## config.mk

```make
export PLATFORM = sky130hd
export DESIGN_NAME = ipn_fade
export DESIGN_NICKNAME = d
export VERILOG_FILES = /design/src/rtl/improved_perlin_noise_3d_defines.svh /design/src/rtl/ipn_math.sv
export SDC_FILE = /design/constraint.sdc
export NUM_CORES = 2
export LEC_CHECK = 0
export BUFFER_PORTS_ARGS = -buffer_cell sky130_fd_sc_hd__buf_2
export CAP_MARGIN = 10
export CELL_PAD_IN_SITES_DETAIL_PLACEMENT = 1
export CELL_PAD_IN_SITES_GLOBAL_PLACEMENT = 2
export CORE_MARGIN = 1
export CORE_UTILIZATION = 25
export CTS_CLUSTER_DIAMETER = 40
export DETAILED_ROUTE_END_ITERATION = 12
export PLACE_DENSITY = 0.59
export SLEW_MARGIN = 40
export SYNTH_ARGS = -nofsm -noshare
export SYNTH_HDL_FRONTEND = slang
export SYNTH_SLANG_ARGS = --single-unit
```

## constraint.sdc

```tcl
create_clock -name clock -period 20.8 [get_ports clock]
set_input_delay 4.16 -clock clock [delete_from_list [all_inputs] [get_ports clock]]
set_output_delay 4.16 -clock clock [all_outputs]
set_load 0.05 [all_outputs]
```

## src/rtl/improved_perlin_noise_3d_defines.svh

```systemverilog
// Assertion helpers shared by the noise block.
`ifndef IMPROVED_PERLIN_NOISE_3D_DEFINES_SVH
`define IMPROVED_PERLIN_NOISE_3D_DEFINES_SVH

// Checks that a condition implies a consequence in the next cycle.
`define ASSERT_NEXT(label, clk, rst, cond, cons) \
   label: assert property (@(posedge clk) disable iff (rst) (cond) |=> (cons)) \
      else $error("assertion failed");

// Checks that a condition implies a consequence in the same cycle.
`define ASSERT_NOW(label, clk, rst, cond, cons) \
   label: assert property (@(posedge clk) disable iff (rst) (cond) |-> (cons)) \
      else $error("assertion failed");

`endif

```

## src/rtl/ipn_math.sv

```systemverilog
// Small fixed point helpers: fade polynomial stage and lerp/grad done inline by caller.
module ipn_fade #(
   parameter int FRAC_BITS = 16
) (
   input  logic                 clock,
   input  logic                 en,
   input  logic [FRAC_BITS-1:0] frac,
   output logic [FRAC_BITS:0]   fade_out
);
   // Three register steps: t*t and (6t-15)*t, then t2*t, then t3*b.
   localparam int W = FRAC_BITS + 6;
   localparam logic signed [W+1:0] ONE = (W+2)'(1) <<< FRAC_BITS;

   logic [FRAC_BITS-1:0]   t_ff;
   logic [FRAC_BITS-1:0]   t2_ff;
   logic signed [W+1:0]    b_ff, b2_ff;
   logic [FRAC_BITS-1:0]   t3_ff;
   logic [FRAC_BITS:0]     f_ff;

   logic signed [W+1:0]             a;
   logic signed [FRAC_BITS+W+2:0]   ta;
   logic [2*FRAC_BITS-1:0]          sq, cu;
   logic signed [FRAC_BITS+W+2:0]   fb;

   always_comb begin
      a  = (W+2)'(6 * $signed({2'b0, (W)'(frac)}) - 15 * ONE);
      ta = $signed({1'b0, frac}) * a;
      sq = frac * frac;
      cu = t2_ff * t_ff;
      fb = $signed({1'b0, t3_ff}) * b2_ff;
   end

   always_ff @(posedge clock) begin
      if (en) begin
         t_ff    <= frac;
         t2_ff   <= sq[2*FRAC_BITS-1:FRAC_BITS];
         b_ff    <= (W+2)'((ta >>> FRAC_BITS) + 10 * ONE);
         t3_ff   <= cu[2*FRAC_BITS-1:FRAC_BITS];
         b2_ff   <= b_ff;
         f_ff    <= (FRAC_BITS+1)'(fb >>> FRAC_BITS);
      end
   end

   assign fade_out = f_ff;
endmodule
```

==> Word level (Yosys, flattened, before mapping) <==
Cells that the tools add are included.
{ "op_classes": {"addsub": 2, "multipliers": 5} }
{ "op_table": {"columns": ["op", "count"], "rows": [
  ["$mul 16x16->32", 2],
  ["$mul 17x21->38", 1],
  ["$mul 17x24->33", 1],
  ["$add 22x21->23 const B", 1],
  ["$sub 19x20->21 const B", 1],
  ["$mul 2x16->18 const A", 1]
]} }
{ "word_totals": {"register_bits": 113, "wordCells": 13} }

==> Depth between registers and ports, before layout <==
{ "depth": {"ltp_word": 4, "ltp_mapped": 48, "ltp_nobuf": 46} }

==> Worst setup path before layout <==
OpenSTA, ideal clock, no wires.
{ "synth_path": {"path_type": "input-to-reg", "startpoint": "input frac[1]", "endpoint": "register b_ff[21], data pin", "n_path_buf": 3, "path_slack_ns": 6.872, "t_arrival_ns": 13.660, "cell_stages": 44, "setup_ns": 0.268, "t_required_ns": 20.532, "cell_sequence": "buf_2 > clkinv_1 > fa_1 > nor2b_1 > o21ai_1 > a21oi_1 > o21ai_1 > a21boi_1 > o2111ai_1 > nand3_1 > a31oi_4 > xor2_2 > inv_2 > buf_2 > ha_1 > nand2_1 > a311o_1 > o311ai_2 > (+8 left out) > inv_1 > fa_1 > inv_1 > ha_1 > a21oi_1 > o21ai_1 > a221oi_1 > a21boi_1 > nor3_4 > o21bai_1 > a21oi_1 > xnor2_1 > ha_1 > o22ai_1 > mux2i_1 > a21oi_1 > or3b_1 > xor2_1"} }
{ "synth_between": {"elab_chain_cells": 4} }
{ "synth_rtl": {"columns": ["element", "line_no", "source"], "rows": [
  ["start, declared", "ipn_math.sv:7", "input logic [FRAC_BITS-1:0] frac,"],
  ["$mul 2x16->18", "ipn_math.sv:26", "a = (W+2)'(6 * $signed({2'b0, (W)'(frac)}) - 15 * ONE);"],
  ["$sub 19x20->21", "ipn_math.sv:26", null],
  ["$mul 17x21->38 (*)", "ipn_math.sv:27", "ta = $signed({1'b0, frac}) * a;"],
  ["$add 22x21->23 (*)", "ipn_math.sv:37", "b_ff <= (W+2)'((ta >>> FRAC_BITS) + 10 * ONE);"],
  ["end signal, assigned", "ipn_math.sv:37", null],
  ["end, declared", "ipn_math.sv:16", "logic signed [W+1:0] b_ff, b2_ff;"]
]} }
Mark *: on every way between the ends. The rest lies on a longest branch, timed or not.
A chain may end at the register's enable or synchronous reset.

==> Worst setup path after layout <==
{ "layout_path": {"startpoint": "input frac[2]", "endpoint": "register b_ff[21], data pin"} }
The elaborated chain is that of the path after synthesis.

==> results.sh <==
export IMPL_outcome="complete, no violations"
export IMPL_synth_edf_count=111
export IMPL_cts_buffers=9
export IMPL_drive_above_1_share=0.03835
export IMPL_portBuffers=34
export IMPL_maxSlewHeadroom=0.4199
export IMPL_gp_congestion=0.7891
export IMPL_min_period_over_period=0.7252
export IMPL_grt_pass1_wl_um=189100
export IMPL_asyncSetResetFlopFracSynth=0
export IMPL_yosys_register_bits=111
export IMPL_stdcell_area_sq_mm=0.04448
export IMPL_cap_violations=0
export IMPL_cp_startpoint="frac[2]"
export IMPL_worstMarginPinSlew_ps=870.1
export IMPL_synthCells=4334
export IMPL_drtAntennaViolNets=0
export IMPL_grt_total_usage=0.1465
export IMPL_root_buffer="clkbuf_16"
export IMPL_via_per_inst=4.238
export IMPL_post_cts_setup_buffers=0
export IMPL_dieArea_sq_mm=0.1663
export IMPL_cpPeakStageDelay_ps=550
export IMPL_dp_hpwl_um=94840
export IMPL_syn_avg_cell_area_sq_um=9.498
export IMPL_setup_viol_count_final=0
export IMPL_min_period_ps=15080
export IMPL_synth_top_area_frac=0.4776
export IMPL_cts_tree="done"
export IMPL_dr_pass1_iters=6
export IMPL_hold_violations=0
export IMPL_routed_wirelength_um=116100
export IMPL_syn_nets=5731
export IMPL_fmax_mhz=66.30
export IMPL_cp_arrival_ps=15250
export IMPL_overflow=0
export IMPL_path_clk_slew_ps=100
export IMPL_final_common_cell="inv_1"
export IMPL_min_from="b_ff[14]"
export IMPL_core_area_sq_mm=0.1631
export IMPL_placed_cell_area_sq_mm=0.04410
export IMPL_start_util=0.2523
export IMPL_synth_area_sq_mm=0.04117
export IMPL_cts_sinks=111
export IMPL_yosys_warnings=0
export IMPL_htreeDepth=3
export IMPL_fin_skew_ps=17.60
export IMPL_vias=27450
export IMPL_critPathKind="in -> reg"
export IMPL_nets=5694
export IMPL_yosysUniqueCellTypes=74
export IMPL_r2r_start="t2_ff[7]"
export IMPL_start_kind="input pin"
export IMPL_required_ps=20960
export IMPL_chipWidth_um=407.8
export IMPL_drt_iter0_drc=880
export IMPL_seq_area_frac_synth=0.08097
export IMPL_crit_path_max_fanout=34
export IMPL_area_growth_syn_to_layout_pct=8.045
export IMPL_mostFrequentLayoutCells="inv_1 (1190), fa_1 (982), nand2_1 (589)"
export IMPL_setup_worst_path_end_class="register"
export IMPL_ys_flop_type="edfxtp_1"
export IMPL_path_delay_family="adder cells"
export IMPL_cp_common_cell="fa_1"
export IMPL_die_y_um=407.8
export IMPL_cp_buffers_inverters=9
export IMPL_drv_slew=0
export IMPL_wire_per_inst_um=17.92
export IMPL_remaining_drc_errors=0
export IMPL_antenna_found_initial=5
export IMPL_dp_cells=6457
export IMPL_grt_max_degree=72
export IMPL_hp_class="reg -> reg"
export IMPL_grt_pass1_vias=32360
export IMPL_ioPinCount=35
export IMPL_cts_hold_buf=0
export IMPL_cts_max_path_buffers=2
export IMPL_cp_slowest_cell="fa_1"
export IMPL_clock_latency_ps=420
export IMPL_fin_cells=6478
export IMPL_fin_setup_tns_ps=0
export IMPL_placementRows=148
export IMPL_cts_resized=0
export IMPL_rsz0062_at_grt="false"
export IMPL_synth_top_cells_by_area="fa_1 (48%), ha_1 (12%), inv_1 (11%)"
export IMPL_worst_hold_slack_ps=423.9
export IMPL_synth_top_cell_by_area="fa_1"
through the flow:
| stage | utilization | setup WS [ps] |
|---|---|---|
| final | 0.2726 | 5717 |
| after global routing | 0.2726 | 4960 |
| after CTS | 0.2723 | 5641 |
| after detailed placement | 0.2703 | 5210 |
| after global placement | 0.2690 | 5330 |
| after floorplan | - | 6872 |
layout make-up:
cell class                 instances  area (sq um)
inverter                        1198          4497
clock inverter                     7         93.84
fill                           18780        118700
clock buffer                       9         225.2
antenna                            1         2.502
multi-input combinational       2867         32750
sequential                       111          3333
timing repair buffer             110         852.1
tap                             2175          2721
final timing paths:
check	cells after the start	slack [ps]	endpoint
hold reg to reg	0	420	b2_ff[14]
setup / recovery	45	5720	b_ff[21]
setup reg to reg	23	13380	t3_ff[15]
hold / removal	0	420	b2_ff[14]
registers in the layout, summed over array words and instances (netlist names):
name and count:
t2_ff 16, t3_ff 16, fade_out 17, b2_ff 23
t_ff 16, b_ff 23
logic make-up (layout without fill, tap and decap cells):
kind of cell,Yosys count,after routing,synth area share
adders and majority gates,1379,1379,0.5982
buffers and inverters,1356,1324,0.1241
and+or+nand+nor,1127,1127,0.1278
AOI/OAI and AO/OA,235,235,0.04185
xor gates and xnor gates,123,123,0.02635
DFF,111,111,0.08097
muxes,3,3,0.0007599
other,0,1,0
worst reg2reg max path, cell delays in order (launching register included):
cell and delay (ps):
edfxtp_1 910, nand2_1 180, fa_1 570, inv_1 50
fa_1 480, inv_1 50, fa_1 480, fa_1 540
inv_1 50, fa_1 500, inv_1 60, fa_1 480
inv_1 70, ha_1 310, nand2_1 50, o21ai_0 560
a211oi_2 190, o31ai_2 590, o41ai_4 140, o21a_1 230
a21oi_1 270, a211o_1 230, a21oi_1 90, xnor2_1 120
layer usage:
| layer | vias up | share of wire | routed length [um] | global-route usage |
|---|---|---|---|---|
| met4 | 2 | 0.010 | 1165 | 0.02301 |
| met5 | - | 0.00011 | 13 | 0 |
| li1 | 12550 | - | - | - |
| met3 | 46 | 0.014 | 1682 | 0.007174 |
| met2 | 179 | 0.50 | 57550 | 0.2594 |
| met1 | 14670 | 0.48 | 55670 | 0.1999 |
synthesized netlist by cell type, types with 4 or more instances:
| master | n |
|---|---|
| a211oi_1 | 5 |
| o21ai_1 | 19 |
| nand4_1 | 10 |
| buf_2 | 5 |
| nand2_1 | 589 |
| a32oi_1 | 10 |
| o21bai_1 | 7 |
| a21o_1 | 27 |
| xnor2_1 | 80 |
| or2_2 | 5 |
| clkinv_1 | 4 |
| a21oi_1 | 58 |
| nor3_1 | 20 |
| nor2_1 | 117 |
| inv_1 | 1191 |
| nand2b_1 | 16 |
| xor2_1 | 42 |
| nand3_1 | 25 |
| o2bb2ai_1 | 6 |
| o2111ai_1 | 5 |
| ha_1 | 397 |
| o21ai_0 | 25 |
| o21a_1 | 22 |
| fa_1 | 982 |
| a21oi_2 | 4 |
| clkbuf_1 | 148 |
| nor2b_1 | 14 |
| and3_1 | 6 |
| and2_1 | 313 |
| edfxtp_1 | 111 |
Power is not shown: default switching activity piles up to over one toggle a cycle in this logic, so the estimate is an artifact.
